**config.mk**
```make
export PLATFORM = sky130hd
export DESIGN_NAME = hrrn_process_scheduler
export DESIGN_NICKNAME = d
export VERILOG_FILES = /design/src/design/hrrn_pkg.sv /design/src/design/hrrn_ram.sv /design/src/design/hrrn_fifo.sv /design/src/design/hrrn_front.sv /design/src/design/hrrn_back.sv /design/src/design/hrrn_process_scheduler.sv
export SDC_FILE = /design/constraint.sdc
export NUM_CORES = 2
export LEC_CHECK = 0
export BUFFER_PORTS_ARGS = -buffer_cell sky130_fd_sc_hd__buf_2
export CORE_UTILIZATION = 25
export DETAILED_ROUTE_END_ITERATION = 8
export GPL_TIMING_DRIVEN = 0
export PLACE_DENSITY = 0.42
export SLEW_MARGIN = 20
export SYNTH_ARGS = -nofsm -noshare
export SYNTH_HDL_FRONTEND = slang
export SYNTH_HIERARCHICAL = 1
export SYNTH_SLANG_ARGS = --single-unit
```
**constraint.sdc**
```tcl
create_clock -name clk_i -period 16 [get_ports clk_i]
set_input_delay 4 -clock clk_i [delete_from_list [all_inputs] [get_ports clk_i]]
set_output_delay 4 -clock clk_i [all_outputs]
set_load 0.005 [all_outputs]
```
**src/design/hrrn_pkg.sv**
```systemverilog
// ----------------------------------------------------------------------------
// hrrn_pkg
// Shared widths, result record and scheduler state codes for the HRRN block.
// ----------------------------------------------------------------------------
package hrrn_pkg;

  localparam int FIELD_W = 16;
  localparam int PNUM_W  = 7;
  localparam int CTIME_W = 23;
  localparam int SUM_W   = 29;

  typedef struct packed {
    logic [PNUM_W-1:0]  process_number;
    logic [FIELD_W-1:0] arrival_out;
    logic [FIELD_W-1:0] burst_out;
    logic [CTIME_W-1:0] completion_time;
    logic [CTIME_W-1:0] turnaround_time;
    logic [CTIME_W-1:0] waiting_time;
    logic [SUM_W-1:0]   total_turnaround;
    logic [SUM_W-1:0]   total_waiting;
    logic               last_result;
  } res_t;

  typedef enum logic [3:0] {
    ST_IDLE,
    ST_READ,
    ST_EVAL,
    ST_MUL_L,
    ST_MUL_R,
    ST_CMP,
    ST_PICK,
    ST_CALC,
    ST_TAT,
    ST_EMIT
  } back_state_e;

endpackage

```
**src/design/hrrn_ram.sv**
```systemverilog
// ----------------------------------------------------------------------------
// hrrn_ram
// Simple dual-port RAM: one write port, one read port with registered data.
// ----------------------------------------------------------------------------
module hrrn_ram #(
  parameter int WIDTH = 32,
  parameter int DEPTH = 32
) (
  input  logic                     clk_i,
  input  logic                     we_i,
  input  logic [$clog2(DEPTH)-1:0] waddr_i,
  input  logic [WIDTH-1:0]         wdata_i,
  input  logic                     re_i,
  input  logic [$clog2(DEPTH)-1:0] raddr_i,
  output logic [WIDTH-1:0]         rdata_o
);

  logic [WIDTH-1:0] mem_q [DEPTH];
  logic [WIDTH-1:0] rdata_q;

  always_ff @(posedge clk_i) begin
    if (we_i) begin
      mem_q[waddr_i] <= wdata_i;
    end
    if (re_i) begin
      rdata_q <= mem_q[raddr_i];
    end
  end

  assign rdata_o = rdata_q;

endmodule

```
**src/design/hrrn_fifo.sv**
```systemverilog
// ----------------------------------------------------------------------------
// hrrn_fifo
// Small synchronous queue used between the loader and the scheduler and
// in front of the result port.
// ----------------------------------------------------------------------------
module hrrn_fifo #(
  parameter int WIDTH = 8,
  parameter int DEPTH = 2
) (
  input  logic             clk_i,
  input  logic             rst_ni,
  input  logic             push_i,
  input  logic [WIDTH-1:0] data_i,
  output logic             full_o,
  input  logic             pop_i,
  output logic [WIDTH-1:0] data_o,
  output logic             empty_o
);

  localparam int PW   = (DEPTH > 1) ? $clog2(DEPTH) : 1;
  localparam int CNTW = $clog2(DEPTH + 1);

  logic [WIDTH-1:0] mem_q [DEPTH];
  logic [PW-1:0]    wr_ptr_q, wr_ptr_d;
  logic [PW-1:0]    rd_ptr_q, rd_ptr_d;
  logic [CNTW-1:0]  cnt_q, cnt_d;
  logic             do_push, do_pop;

  assign full_o  = (cnt_q == CNTW'(DEPTH));
  assign empty_o = (cnt_q == '0);
  assign do_push = push_i && !full_o;
  assign do_pop  = pop_i && !empty_o;
  assign data_o  = mem_q[rd_ptr_q];

  always_comb begin
    wr_ptr_d = wr_ptr_q;
    rd_ptr_d = rd_ptr_q;
    cnt_d    = cnt_q;
    if (do_push) begin
      wr_ptr_d = (wr_ptr_q == PW'(DEPTH - 1)) ? '0 : wr_ptr_q + PW'(1);
    end
    if (do_pop) begin
      rd_ptr_d = (rd_ptr_q == PW'(DEPTH - 1)) ? '0 : rd_ptr_q + PW'(1);
    end
    if (do_push && !do_pop) begin
      cnt_d = cnt_q + CNTW'(1);
    end else if (do_pop && !do_push) begin
      cnt_d = cnt_q - CNTW'(1);
    end
  end

  always_ff @(posedge clk_i or negedge rst_ni) begin
    if (!rst_ni) begin
      wr_ptr_q <= '0;
      rd_ptr_q <= '0;
      cnt_q    <= '0;
    end else begin
      wr_ptr_q <= wr_ptr_d;
      rd_ptr_q <= rd_ptr_d;
      cnt_q    <= cnt_d;
    end
  end

  always_ff @(posedge clk_i) begin
    if (do_push) begin
      mem_q[wr_ptr_q] <= data_i;
    end
  end

endmodule

```
**src/design/hrrn_front.sv**
```systemverilog
// ----------------------------------------------------------------------------
// hrrn_front
// Loader: writes each process, up to MAX_PROCS per batch, into the current bank of the process store
// and hands a finished batch (bank, count) to the scheduler queue.
// ----------------------------------------------------------------------------
module hrrn_front #(
  parameter int MAX_PROCS = 16,
  parameter int IW        = 4,
  parameter int CW        = 5,
  parameter int SW        = 16
) (
  input  logic                        clk_i,
  input  logic                        rst_ni,
  input  logic                        push_i,
  input  logic [hrrn_pkg::FIELD_W-1:0] arrival_i,
  input  logic [hrrn_pkg::FIELD_W-1:0] burst_i,
  input  logic                        final_i,
  output logic                        full_o,
  input  logic                        job_full_i,
  output logic                        job_push_o,
  output logic                        job_bank_o,
  output logic [CW-1:0]               job_count_o,
  output logic                        ram_we_o,
  output logic [IW:0]                 ram_waddr_o,
  output logic [2*SW-1:0]             ram_wdata_o
);

  import hrrn_pkg::*;

  logic [CW-1:0] cnt_q, cnt_d;
  logic          bank_q, bank_d;
  logic          accept;
  logic          room;

  assign full_o      = job_full_i;
  assign accept      = push_i && !job_full_i;
  assign room        = (cnt_q < CW'(MAX_PROCS));
  assign ram_we_o    = accept && room;
  assign ram_waddr_o = {bank_q, cnt_q[IW-1:0]};
  assign ram_wdata_o = {arrival_i[SW-1:0], burst_i[SW-1:0]};
  assign job_push_o  = accept && final_i;
  assign job_bank_o  = bank_q;
  assign job_count_o = room ? cnt_q + CW'(1) : cnt_q;

  always_comb begin
    cnt_d  = cnt_q;
    bank_d = bank_q;
    if (accept) begin
      if (final_i) begin
        cnt_d  = '0;
        bank_d = !bank_q;
      end else if (room) begin
        cnt_d = cnt_q + CW'(1);
      end
    end
  end

  always_ff @(posedge clk_i or negedge rst_ni) begin
    if (!rst_ni) begin
      cnt_q  <= '0;
      bank_q <= 1'b0;
    end else begin
      cnt_q  <= cnt_d;
      bank_q <= bank_d;
    end
  end

endmodule

```
**src/design/hrrn_back.sv**
```systemverilog
// ----------------------------------------------------------------------------
// hrrn_back
// Scheduler: for each choice scans the batch once, tracking the best
// arrived process by exact ratio compare plus the earliest waiting process,
// then emits one result item per process.
// ----------------------------------------------------------------------------
module hrrn_back #(
  parameter int IW = 4,
  parameter int CW = 5,
  parameter int SW = 16
) (
  input  logic           clk_i,
  input  logic           rst_ni,
  input  logic           job_valid_i,
  input  logic           job_bank_i,
  input  logic [CW-1:0]  job_count_i,
  output logic           job_pop_o,
  output logic           ram_re_o,
  output logic [IW:0]    ram_raddr_o,
  input  logic [2*SW-1:0] ram_rdata_i,
  input  logic           res_full_i,
  output logic           res_push_o,
  output hrrn_pkg::res_t res_o
);

  import hrrn_pkg::*;

  localparam int NSLOT = 1 << IW;
  localparam int NA_W  = CTIME_W + 1;
  localparam int PR_W  = NA_W + SW;

  back_state_e state_q, state_d;

  logic [CW-1:0]      s_q, k_q;
  logic [CTIME_W-1:0] t_q;
  logic [SUM_W-1:0]   sum_t_q, sum_w_q;
  logic [NSLOT-1:0]   done_q;

  logic               e_v_q, z_v_q, b_v_q;
  logic [SW-1:0]      e_a_q, e_b_q, z_a_q, b_a_q, b_b_q;
  logic [IW-1:0]      e_i_q, z_i_q, b_i_q;

  logic [SW-1:0]      cand_a_q, cand_b_q;
  logic [NA_W-1:0]    na_q, nb_q;
  logic [PR_W-1:0]    lhs_q, rhs_q;

  logic [SW-1:0]      sel_a_q, sel_b_q;
  logic [IW-1:0]      sel_i_q;
  logic [CTIME_W-1:0] comp_q, wt_q, tat_q;

  logic [SW-1:0]      rd_a, rd_b;
  logic               cand_done, cand_arr, take, need_mul, mul_path;
  logic               scan_last, emit_last, advance;
  logic [SUM_W-1:0]   sum_t_nx, sum_w_nx;

  assign rd_a      = ram_rdata_i[2*SW-1:SW];
  assign rd_b      = ram_rdata_i[SW-1:0];
  assign cand_done = done_q[s_q[IW-1:0]];
  assign cand_arr  = (CTIME_W'(rd_a) <= t_q);
  assign scan_last = ((s_q + CW'(1)) == job_count_i);
  assign emit_last = ((k_q + CW'(1)) == job_count_i);
  assign mul_path  = !cand_done && cand_arr && need_mul;
  assign advance   = (state_q == ST_EVAL && !mul_path) || (state_q == ST_CMP);
  assign sum_t_nx  = sum_t_q + SUM_W'(tat_q);
  assign sum_w_nx  = sum_w_q + SUM_W'(wt_q);

  always_comb begin
    take     = 1'b0;
    need_mul = 1'b0;
    priority if (!b_v_q) begin
      take = 1'b1;
    end else if (rd_b == '0 && b_b_q != '0) begin
      take = 1'b1;
    end else if (b_b_q == '0) begin
      take = (rd_b == '0) && (rd_a < b_a_q);
    end else begin
      need_mul = 1'b1;
    end
  end

  always_comb begin
    state_d = state_q;
    unique case (state_q)
      ST_IDLE:  if (job_valid_i) state_d = ST_READ;
      ST_READ:  state_d = ST_EVAL;
      ST_EVAL: begin
        if (mul_path) begin
          state_d = ST_MUL_L;
        end else begin
          state_d = scan_last ? ST_PICK : ST_READ;
        end
      end
      ST_MUL_L: state_d = ST_MUL_R;
      ST_MUL_R: state_d = ST_CMP;
      ST_CMP:   state_d = scan_last ? ST_PICK : ST_READ;
      ST_PICK:  state_d = ST_CALC;
      ST_CALC:  state_d = ST_TAT;
      ST_TAT:   state_d = ST_EMIT;
      ST_EMIT: begin
        if (!res_full_i) begin
          state_d = emit_last ? ST_IDLE : ST_READ;
        end
      end
      default:  state_d = ST_IDLE;
    endcase
  end

  always_comb begin
    ram_re_o    = (state_q == ST_READ);
    ram_raddr_o = {job_bank_i, s_q[IW-1:0]};
    res_push_o  = (state_q == ST_EMIT) && !res_full_i;
    job_pop_o   = res_push_o && emit_last;

    res_o.process_number   = PNUM_W'(sel_i_q) + PNUM_W'(1);
    res_o.arrival_out      = FIELD_W'(sel_a_q);
    res_o.burst_out        = FIELD_W'(sel_b_q);
    res_o.completion_time  = comp_q;
    res_o.turnaround_time  = tat_q;
    res_o.waiting_time     = wt_q;
    res_o.total_turnaround = sum_t_nx;
    res_o.total_waiting    = sum_w_nx;
    res_o.last_result      = emit_last;
  end

  always_ff @(posedge clk_i or negedge rst_ni) begin
    if (!rst_ni) begin
      state_q <= ST_IDLE;
    end else begin
      state_q <= state_d;
    end
  end

  // control and batch state
  always_ff @(posedge clk_i or negedge rst_ni) begin
    if (!rst_ni) begin
      s_q     <= '0;
      k_q     <= '0;
      t_q     <= '0;
      sum_t_q <= '0;
      sum_w_q <= '0;
      done_q  <= '0;
      e_v_q   <= 1'b0;
      z_v_q   <= 1'b0;
      b_v_q   <= 1'b0;
    end else begin
      if (advance && !scan_last) begin
        s_q <= s_q + CW'(1);
      end
      unique case (state_q)
        ST_IDLE: begin
          s_q     <= '0;
          k_q     <= '0;
          t_q     <= '0;
          sum_t_q <= '0;
          sum_w_q <= '0;
          done_q  <= '0;
          e_v_q   <= 1'b0;
          z_v_q   <= 1'b0;
          b_v_q   <= 1'b0;
        end
        ST_EVAL: begin
          if (!cand_done) begin
            if (!e_v_q || rd_a < e_a_q) e_v_q <= 1'b1;
            if (rd_b == '0 && (!z_v_q || rd_a < z_a_q)) z_v_q <= 1'b1;
            if (cand_arr && take) b_v_q <= 1'b1;
          end
        end
        ST_PICK: begin
          if (!b_v_q) t_q <= CTIME_W'(e_a_q);
        end
        ST_EMIT: begin
          if (!res_full_i) begin
            sum_t_q                <= sum_t_nx;
            sum_w_q                <= sum_w_nx;
            t_q                    <= comp_q;
            done_q[sel_i_q]        <= 1'b1;
            k_q                    <= k_q + CW'(1);
            s_q                    <= '0;
            e_v_q                  <= 1'b0;
            z_v_q                  <= 1'b0;
            b_v_q                  <= 1'b0;
          end
        end
        default: ;
      endcase
    end
  end

  // candidate, tracker and result datapath
  always_ff @(posedge clk_i) begin
    unique case (state_q)
      ST_EVAL: begin
        cand_a_q <= rd_a;
        cand_b_q <= rd_b;
        na_q     <= NA_W'(t_q) - NA_W'(rd_a) + NA_W'(rd_b);
        nb_q     <= NA_W'(t_q) - NA_W'(b_a_q) + NA_W'(b_b_q);
        if (!cand_done) begin
          if (!e_v_q || rd_a < e_a_q) begin
            e_a_q <= rd_a;
            e_b_q <= rd_b;
            e_i_q <= s_q[IW-1:0];
          end
          if (rd_b == '0 && (!z_v_q || rd_a < z_a_q)) begin
            z_a_q <= rd_a;
            z_i_q <= s_q[IW-1:0];
          end
          if (cand_arr && take) begin
            b_a_q <= rd_a;
            b_b_q <= rd_b;
            b_i_q <= s_q[IW-1:0];
          end
        end
      end
      ST_MUL_L: lhs_q <= PR_W'(na_q) * PR_W'(b_b_q);
      ST_MUL_R: rhs_q <= PR_W'(nb_q) * PR_W'(cand_b_q);
      ST_CMP: begin
        if ((lhs_q != rhs_q) ? (lhs_q > rhs_q) : (cand_a_q < b_a_q)) begin
          b_a_q <= cand_a_q;
          b_b_q <= cand_b_q;
          b_i_q <= s_q[IW-1:0];
        end
      end
      ST_PICK: begin
        priority if (b_v_q) begin
          sel_a_q <= b_a_q;
          sel_b_q <= b_b_q;
          sel_i_q <= b_i_q;
        end else if (z_v_q && z_a_q == e_a_q) begin
          sel_a_q <= z_a_q;
          sel_b_q <= '0;
          sel_i_q <= z_i_q;
        end else begin
          sel_a_q <= e_a_q;
          sel_b_q <= e_b_q;
          sel_i_q <= e_i_q;
        end
      end
      ST_CALC: begin
        comp_q <= t_q + CTIME_W'(sel_b_q);
        wt_q   <= t_q - CTIME_W'(sel_a_q);
      end
      ST_TAT:  tat_q <= wt_q + CTIME_W'(sel_b_q);
      default: ;
    endcase
  end

endmodule

```
**src/design/hrrn_process_scheduler.sv**
```systemverilog
// ----------------------------------------------------------------------------
// hrrn_process_scheduler
// Non-preemptive highest-response-ratio-next scheduler over a loaded batch.
//
//   channel  handshake          moves            per item
//   load     push / full        process item     arrival, burst, final flag
//   result   pop / empty        result item      number, times, running sums
//
// Loading accepts one item per cycle while full is low; full is high while two
// closed batches are queued, the one in progress included. Each of the N
// choices of a batch scans the store entry by entry (read, then evaluate),
// adding a left and a right multiply and a compare where two finite ratios
// are cross-multiplied (at most N-1 per scan), then picks, computes the times
// and emits. Two store banks and a two-deep batch queue let the next batch
// load while one is scheduled; a two-deep result queue absorbs stalls on pop.
// Reset clears control state only; the store needs no clearing pass.
// ----------------------------------------------------------------------------
module hrrn_process_scheduler #(
  parameter int MAX_PROCS = 16,
  parameter int TIME_BITS = 16
) (
  input  logic                         clk_i,
  input  logic                         rst_ni,
  input  logic                         push,
  output logic                         full,
  input  logic [hrrn_pkg::FIELD_W-1:0] arrival_time_i,
  input  logic [hrrn_pkg::FIELD_W-1:0] burst_time_i,
  input  logic                         final_entry_i,
  output logic                         empty,
  input  logic                         pop,
  output logic [hrrn_pkg::PNUM_W-1:0]  process_number_o,
  output logic [hrrn_pkg::FIELD_W-1:0] arrival_out_o,
  output logic [hrrn_pkg::FIELD_W-1:0] burst_out_o,
  output logic [hrrn_pkg::CTIME_W-1:0] completion_time_o,
  output logic [hrrn_pkg::CTIME_W-1:0] turnaround_time_o,
  output logic [hrrn_pkg::CTIME_W-1:0] waiting_time_o,
  output logic [hrrn_pkg::SUM_W-1:0]   total_turnaround_o,
  output logic [hrrn_pkg::SUM_W-1:0]   total_waiting_o,
  output logic                         last_result_o
);

  import hrrn_pkg::*;

  localparam int IW = (MAX_PROCS > 1) ? $clog2(MAX_PROCS) : 1;
  localparam int CW = $clog2(MAX_PROCS + 1);
  localparam int SW = (TIME_BITS < FIELD_W) ? TIME_BITS : FIELD_W;

  logic          job_full, job_empty, job_push, job_pop;
  logic          job_bank_in, job_bank_out;
  logic [CW-1:0] job_count_in, job_count_out;

  logic           ram_we, ram_re;
  logic [IW:0]    ram_waddr, ram_raddr;
  logic [2*SW-1:0] ram_wdata, ram_rdata;

  logic res_full, res_push;
  res_t res_in, res_head;

  hrrn_front #(
    .MAX_PROCS(MAX_PROCS),
    .IW       (IW),
    .CW       (CW),
    .SW       (SW)
  ) u_front (
    .clk_i      (clk_i),
    .rst_ni     (rst_ni),
    .push_i     (push),
    .arrival_i  (arrival_time_i),
    .burst_i    (burst_time_i),
    .final_i    (final_entry_i),
    .full_o     (full),
    .job_full_i (job_full),
    .job_push_o (job_push),
    .job_bank_o (job_bank_in),
    .job_count_o(job_count_in),
    .ram_we_o   (ram_we),
    .ram_waddr_o(ram_waddr),
    .ram_wdata_o(ram_wdata)
  );

  hrrn_ram #(
    .WIDTH(2 * SW),
    .DEPTH(1 << (IW + 1))
  ) u_store (
    .clk_i  (clk_i),
    .we_i   (ram_we),
    .waddr_i(ram_waddr),
    .wdata_i(ram_wdata),
    .re_i   (ram_re),
    .raddr_i(ram_raddr),
    .rdata_o(ram_rdata)
  );

  hrrn_fifo #(
    .WIDTH(CW + 1),
    .DEPTH(2)
  ) u_job_q (
    .clk_i  (clk_i),
    .rst_ni (rst_ni),
    .push_i (job_push),
    .data_i ({job_bank_in, job_count_in}),
    .full_o (job_full),
    .pop_i  (job_pop),
    .data_o ({job_bank_out, job_count_out}),
    .empty_o(job_empty)
  );

  hrrn_back #(
    .IW(IW),
    .CW(CW),
    .SW(SW)
  ) u_back (
    .clk_i      (clk_i),
    .rst_ni     (rst_ni),
    .job_valid_i(!job_empty),
    .job_bank_i (job_bank_out),
    .job_count_i(job_count_out),
    .job_pop_o  (job_pop),
    .ram_re_o   (ram_re),
    .ram_raddr_o(ram_raddr),
    .ram_rdata_i(ram_rdata),
    .res_full_i (res_full),
    .res_push_o (res_push),
    .res_o      (res_in)
  );

  hrrn_fifo #(
    .WIDTH($bits(res_t)),
    .DEPTH(2)
  ) u_res_q (
    .clk_i  (clk_i),
    .rst_ni (rst_ni),
    .push_i (res_push),
    .data_i (res_in),
    .full_o (res_full),
    .pop_i  (pop),
    .data_o (res_head),
    .empty_o(empty)
  );

  assign process_number_o   = res_head.process_number;
  assign arrival_out_o      = res_head.arrival_out;
  assign burst_out_o        = res_head.burst_out;
  assign completion_time_o  = res_head.completion_time;
  assign turnaround_time_o  = res_head.turnaround_time;
  assign waiting_time_o     = res_head.waiting_time;
  assign total_turnaround_o = res_head.total_turnaround;
  assign total_waiting_o    = res_head.total_waiting;
  assign last_result_o      = res_head.last_result;

endmodule
```
* Word-level counts from Yosys, hierarchy flattened
Memories as Yosys holds them, arrays and structs flattened. A register that Yosys moved wholly into a read port is not among the register bits. Cells that the tools add are included.
Cells by class: add/subtract/negate cells 21, $mul 2, order comparisons 10, equal/unequal tests 23, mux-type cells 75, bitwise gates (word level) 2, reduce and logical (&&, ||, !) cells 62
Operators with widths (count):
- 16-bit 2-to-1 mux | 11
- 29-bit one-hot mux with 2 select lines | 2
- 16-bit one-hot mux with 2 select lines | 3
- 24-bit by 16-bit multiplier with 40-bit output | 2
- 23-bit one-hot mux with 3 select lines | 1
- 16-bit < comparator | 4
- 29-bit by 23-bit adder with 29-bit output | 2
- 29-bit 2-to-1 mux | 2
- 24-bit by 16-bit adder with 24-bit output | 2
- 23-bit by 16-bit subtractor with 24-bit output | 2
- 23-bit by 16-bit adder with 23-bit output | 2
- 23-bit 2-to-1 mux | 2
- 40-bit greater-than comparator | 1
- 40-bit != test | 1
- 4-bit one-hot mux with 10 select lines | 1
- 16-bit logical NOT | 2
- 4-bit 2-to-1 mux | 8
- 1-bit 2-to-1 mux | 27
- 5-bit 2-to-1 mux | 5
- 16-bit by 23-bit <= comparator with 1-bit output | 1
- 1-bit logical AND | 23
- 23-bit by 16-bit subtractor with 23-bit output | 1
- 5-bit one-hot mux with 2 select lines | 2
- 16-bit equality test | 1
- other kinds (33) | 87
Storage, ports and cells: register bits 485, bits in writable memories 1366, input bits 37, output and inout bits 169, word-level logic and storage cells 236, memories kept 3
Memory list:
- u_store.mem_q | words 32, bits a word 32, rd ports 1, clocked after memory_dff 1, write ports 1, line hrrn_ram.sv:18 | logic [WIDTH-1:0] mem_q [DEPTH];
- u_res_q.mem_q | words 2, bits a word 165, rd ports 1, clocked after memory_dff 0, write ports 1, line hrrn_fifo.sv:23 | logic [WIDTH-1:0] mem_q [DEPTH];
- u_job_q.mem_q | words 2, bits a word 6, rd ports 1, clocked after memory_dff 0, write ports 1, line hrrn_fifo.sv:23

* Logic depth before layout (Yosys ltp)
depth in word-level cells 12, gate-level depth with buffers 25, mapped depth without buffers 23

* Cells and area by module
Netlist, hierarchy kept.
Modules (own cells, without submodules):
- hrrn_back | instances 1, cells an instance 5489, area each 52517.9 um2, seq. area each 13573.0 um2
- hrrn_ram | instances 1, cells an instance 2260, area each 40812.9 um2, seq. area each 31710.4 um2
- hrrn_fifo at u_res_q | instances 1, cells an instance 539, area each 12674.7 um2, seq. area each 10129.7 um2
- hrrn_fifo at u_job_q | instances 1, cells an instance 38, area each 631.9 um2, seq. area each 460.4 um2
- hrrn_front | instances 1, cells an instance 68, area each 625.6 um2, seq. area each 150.1 um2
- hrrn_process_scheduler | instances 1, cells an instance 1, area each 3.8 um2, seq. area each 0.0 um2

* Worst setup path after synthesis
Ideal clock, no wire load.
path type register to register, start point register u_back.state_q[2], end point memory u_res_q/mem_q[0][0] (netlist name) (enable), library setup time 697 ps, arrival 8565 ps, data required time 15303 ps, path slack 6738 ps, stages on the path, launching flop included 8, path buffers 2, clock period less this slack 9262 ps, cell sequence dfrtp_1 clkbuf_1 nand2b_1 or3_1 inv_2 clkbuf_1 nand2_1 nor2_1
On the way: longest elaborated chain between the ends 5
RTL lines:
- start: declaration | line hrrn_back.sv:32 | back_state_e state_q, state_d;
- start signal: assignment | line hrrn_back.sv:129 | state_q <= state_d;
- 4-bit equality test | line hrrn_back.sv:111 | res_push_o = (state_q == ST_EMIT) && !res_full_i;
- 1-bit logical AND | line hrrn_back.sv:111
- via res_push | line hrrn_process_scheduler.sv:56 | logic res_full, res_push;
- 1-bit logical AND | line hrrn_fifo.sv:31 | assign do_push = push_i && !full_o;
- 1-bit 2-to-1 mux | line hrrn_fifo.sv:65 | if (do_push) begin
- 1-bit 2-to-1 mux (not written as such) | line hrrn_fifo.sv:66 | mem_q[wr_ptr_q] <= data_i;
- end: declaration | line hrrn_fifo.sv:23
The timed path passes the listed nets, and every way through them passes these cells.

* Worst setup path in the final report
start point register u_back.b_b_q[10], end point register u_back.lhs_q[39], data pin
On the way: longest elaborated chain between the ends 1
RTL lines:
- start: declaration | line hrrn_back.sv:40 | logic [SW-1:0] e_a_q, e_b_q, z_a_q, b_a_q, b_b_q;
- start signal: assignment | line hrrn_back.sv:209 | b_b_q <= rd_b;
- start signal: assignment | line hrrn_back.sv:219 | b_b_q <= cand_b_q;
- 24-bit by 16-bit multiplier with 40-bit output | line hrrn_back.sv:214 | ST_MUL_L: lhs_q <= PR_W'(na_q) * PR_W'(b_b_q);
- end signal: assignment | line hrrn_back.sv:214
- end: declaration | line hrrn_back.sv:45 | logic [PR_W-1:0] lhs_q, rhs_q;
No other way between the ends. A chain may end at the register's enable or synchronous reset.

==> flow_metrics.py <==
metrics = {
    "run_status": {
        "status": "finished, final reports clean",
    },
    "sta": {
        "report.final.slew_viol_count": 0,
        "finalHoldViolCount": 0,
        "worst_pin_slew_ps": 1134,
        "setup_viol": 0,
        "period_needed_ps": 8248,
        "tns_ps": 0,
        "whs_ps": 492.8,
        "rsz0062_at_grt": "false",
        "clock.fmax_mhz": 121.2,
        "clock-skew-final_ps": 69.21,
        "period_share_pct": 51.55,
        "relSlewSlack_pct": 24.43,
    },
    "cts": {
        "cts.clk_slew.worst_paths_ps": 60,
        "postCtsSetupRepairBufs": 0,
        "root_buffer": "clkbuf_16",
        "cts_tree": "yes",
        "clk_path_buf_depth": 4,
        "ctsHoldBuffers": 0,
        "cts_made_buffers": 213,
        "h-tree-depth": 4,
        "clk_latency_ps": 910,
        "cts_resized": 0,
        "clock-sinks": 1887,
    },
    "routing": {
        "ant_nets": 0,
        "route.detailed.drc": 0,
        "wire_per_inst_um": 22.76,
        "drt_first_pass_iters": 5,
        "vias": 66430,
        "viasPerCell": 4.514,
        "wirelength_mm": 334.9,
        "drtIter0Drc": 4908,
    },
    "setup_path": {
        "end_kind": "flop",
        "critPathMaxFanout": 10,
        "crit_type": "flop to flop",
        "cp.required_ps": 16630,
        "arrival_ps": 8880,
        "critPathLaunchType": "flop",
    },
    "placed_design": {
        "hpwlAfterDp_mm": 252.5,
        "port_buffers": 173,
        "place.gp.congestion": 0.8748,
    },
    "final_layout": {
        "n_fill_cell": 43430,
        "mostFrequentLayoutCells": "edfxtp_1, inv_1, nand2_1, fa_1, mux2i_1",
        "fin_nets": 10050,
        "drive_gt1_share_pct": 10.54,
        "final_common_cell": "edfxtp_1",
        "syn_to_final_growth_pct": 15.36,
    },
    "hold_path": {
        "holdCritPathClass": "flop to flop",
    },
    "floorplan": {
        "initial_core_util_pct": 25.10,
        "row_count": 240,
        "die_area_sq_um": 431700,
        "ios": 206,
        "die_y_um": 657.0,
        "core-area_sq_um": 427300,
        "die_x_um": 657.0,
    },
    "logic_synthesis": {
        "ys_seq_elements": 1887,
        "netlist_area_sq_um": 107300,
        "seq_area_frac_synth_pct": 52.23,
        "synth_area_per_cell_sq_um": 12.78,
        "syn_inst": 8395,
        "synth_ff_type": "edfxtp_1",
        "async_reset_ff_share_pct": 6.783,
        "synth-edff-count": 1759,
        "yosys_warnings": 6,
        "synth.distinct_cells": 83,
    },
    "global_route": {
        "grt_max_degree": 69,
        "grt_overflow": 0,
        "grt_pass1_vias": 69890,
        "grt_pass1_wl_mm": 488.0,
        "antenna_found_initial": 18,
        "gr-usage-all-layers_pct": 15.26,
    },
    "run": {
        "drv_cap": 0,
    },
}
==> layer usage <==
| layer | track usage [%] | wire (um) | up-vias |
|---|---|---|---|
| met2 | 25.70 | 159000 | 1609 |
| met4 | 3.674 | 7799 | 2 |
| li1 | - | - | 30230 |
| met3 | 1.933 | 15260 | 394 |
| met5 | 0 | 13 | - |
| met1 | 20.77 | 152900 | 34200 |
==> critical path: stages (launching register included) <==
cell and delay [ps]:
edfxtp_1 320, clkbuf_1 590, clkbuf_1 880, nand2_1 190
fa_1 580, inv_1 50, fa_1 460, fa_1 550
fa_1 440, fa_1 560, inv_1 70, fa_1 480
inv_1 50, ha_1 260, clkbuf_1 210, a21oi_1 170
o21ai_0 90, a31o_2 240, a21oi_1 150, o31a_1 330
a21oi_1 180, a2111oi_0 600, nor2_1 170, a211oi_1 380
==> layout make-up <==
| class | count | area [sq um] | area share (%) |
|---|---|---|---|
| Multi-Input combinational cell | 5119 | 45770 | 36.99 |
| Buffer | 389 | 2047 | 1.654 |
| Clock inverter | 108 | 1102 | 0.8908 |
| Timing Repair Buffer | 253 | 2351 | 1.900 |
| Inverter | 1001 | 3760 | 3.038 |
| Sequential cell | 1887 | 56020 | 45.27 |
| Clock buffer | 264 | 5553 | 4.487 |
| Tap cell | 5687 | 7116 | 5.750 |
| Antenna cell | 9 | 22.52 | 0.01820 |
==> cell families after synthesis <==
family                   count (synthesis)  share of synthesized area [%]
flip-flops                            1887                          52.23
AO/OA/AOI/OAI                         1080                          6.667
AND/OR/NAND/NOR                       1940                          8.592
XOR/XNOR                               253                          2.066
other                                    1                       0.003496
buffers and inverters                 1390                          5.406
multiplexers                           699                          7.139
adder cells (fa/ha/maj)               1145                          17.90
==> state kept, by name, indices dropped and copies added (netlist names), 23 cells and up <==
name / count
u_back/comp_q: 23
u_back/tat_q: 23
u_store/rdata_o: 32
u_back/sum_t_q: 29
u_back/nb_q: 24
u_back/sum_w_q: 29
u_back/wt_q: 23
u_back/t_q: 23
u_back/rhs_q: 40
u_back/lhs_q: 40
u_back/na_q: 24
u_res_q/mem_q: 334
u_store/mem_q: 1024
==> cell usage after synthesis, types with 176 or more instances <==
cell      count  share of area, %
a21oi_1     294               1.4
and2_1      339               2.0
clkbuf_1    230              0.80
edfxtp_1   1759                49
fa_1        649                12
ha_1        496               5.8
inv_1      1000               3.5
mux2i_1     519               4.8
nand2_1     861               3.0
nand3_1     187              0.87
nor2_1      217              0.76
xnor2_1     176               1.4
==> worst paths after layout <==
kind                                         startpoint                            end  slack [ps]  cells after the start
min in group asynchronous                        rst_ni  u_back/sum_t_q[7]$_DFFE_PN0P_        3030                      1
setup / recovery             u_back/b_b_q[10]$_DFFE_PP_     u_back/lhs_q[39]$_DFFE_PP_        7750                     23
hold / removal             u_job_q/wr_ptr_q$_DFFE_PN0N_   u_job_q/wr_ptr_q$_DFFE_PN0N_         490                      1
setup reg to reg             u_back/b_b_q[10]$_DFFE_PP_     u_back/lhs_q[39]$_DFFE_PP_        7750                     23
max in group asynchronous                        rst_ni      u_back/k_q[3]$_DFFE_PN0P_       12100                      2
hold reg to reg            u_job_q/wr_ptr_q$_DFFE_PN0N_   u_job_q/wr_ptr_q$_DFFE_PN0N_         490                      1
==> stage by stage <==
step	instances	area, sq um	util [%]	setup WS, ps
2_1_floorplan	8396	107300	-	6738
3_5_place_dp	14340	117100	27.40	7828
6_report	14720	123700	28.96	7752
5_1_grt	14710	123700	28.95	7346
4_1_cts	14710	123700	28.95	7735
3_3_place_gp	14260	115300	26.97	727.2
Power is not shown: default switching activity piles up to over one toggle a cycle in this logic, so the estimate is an artifact.
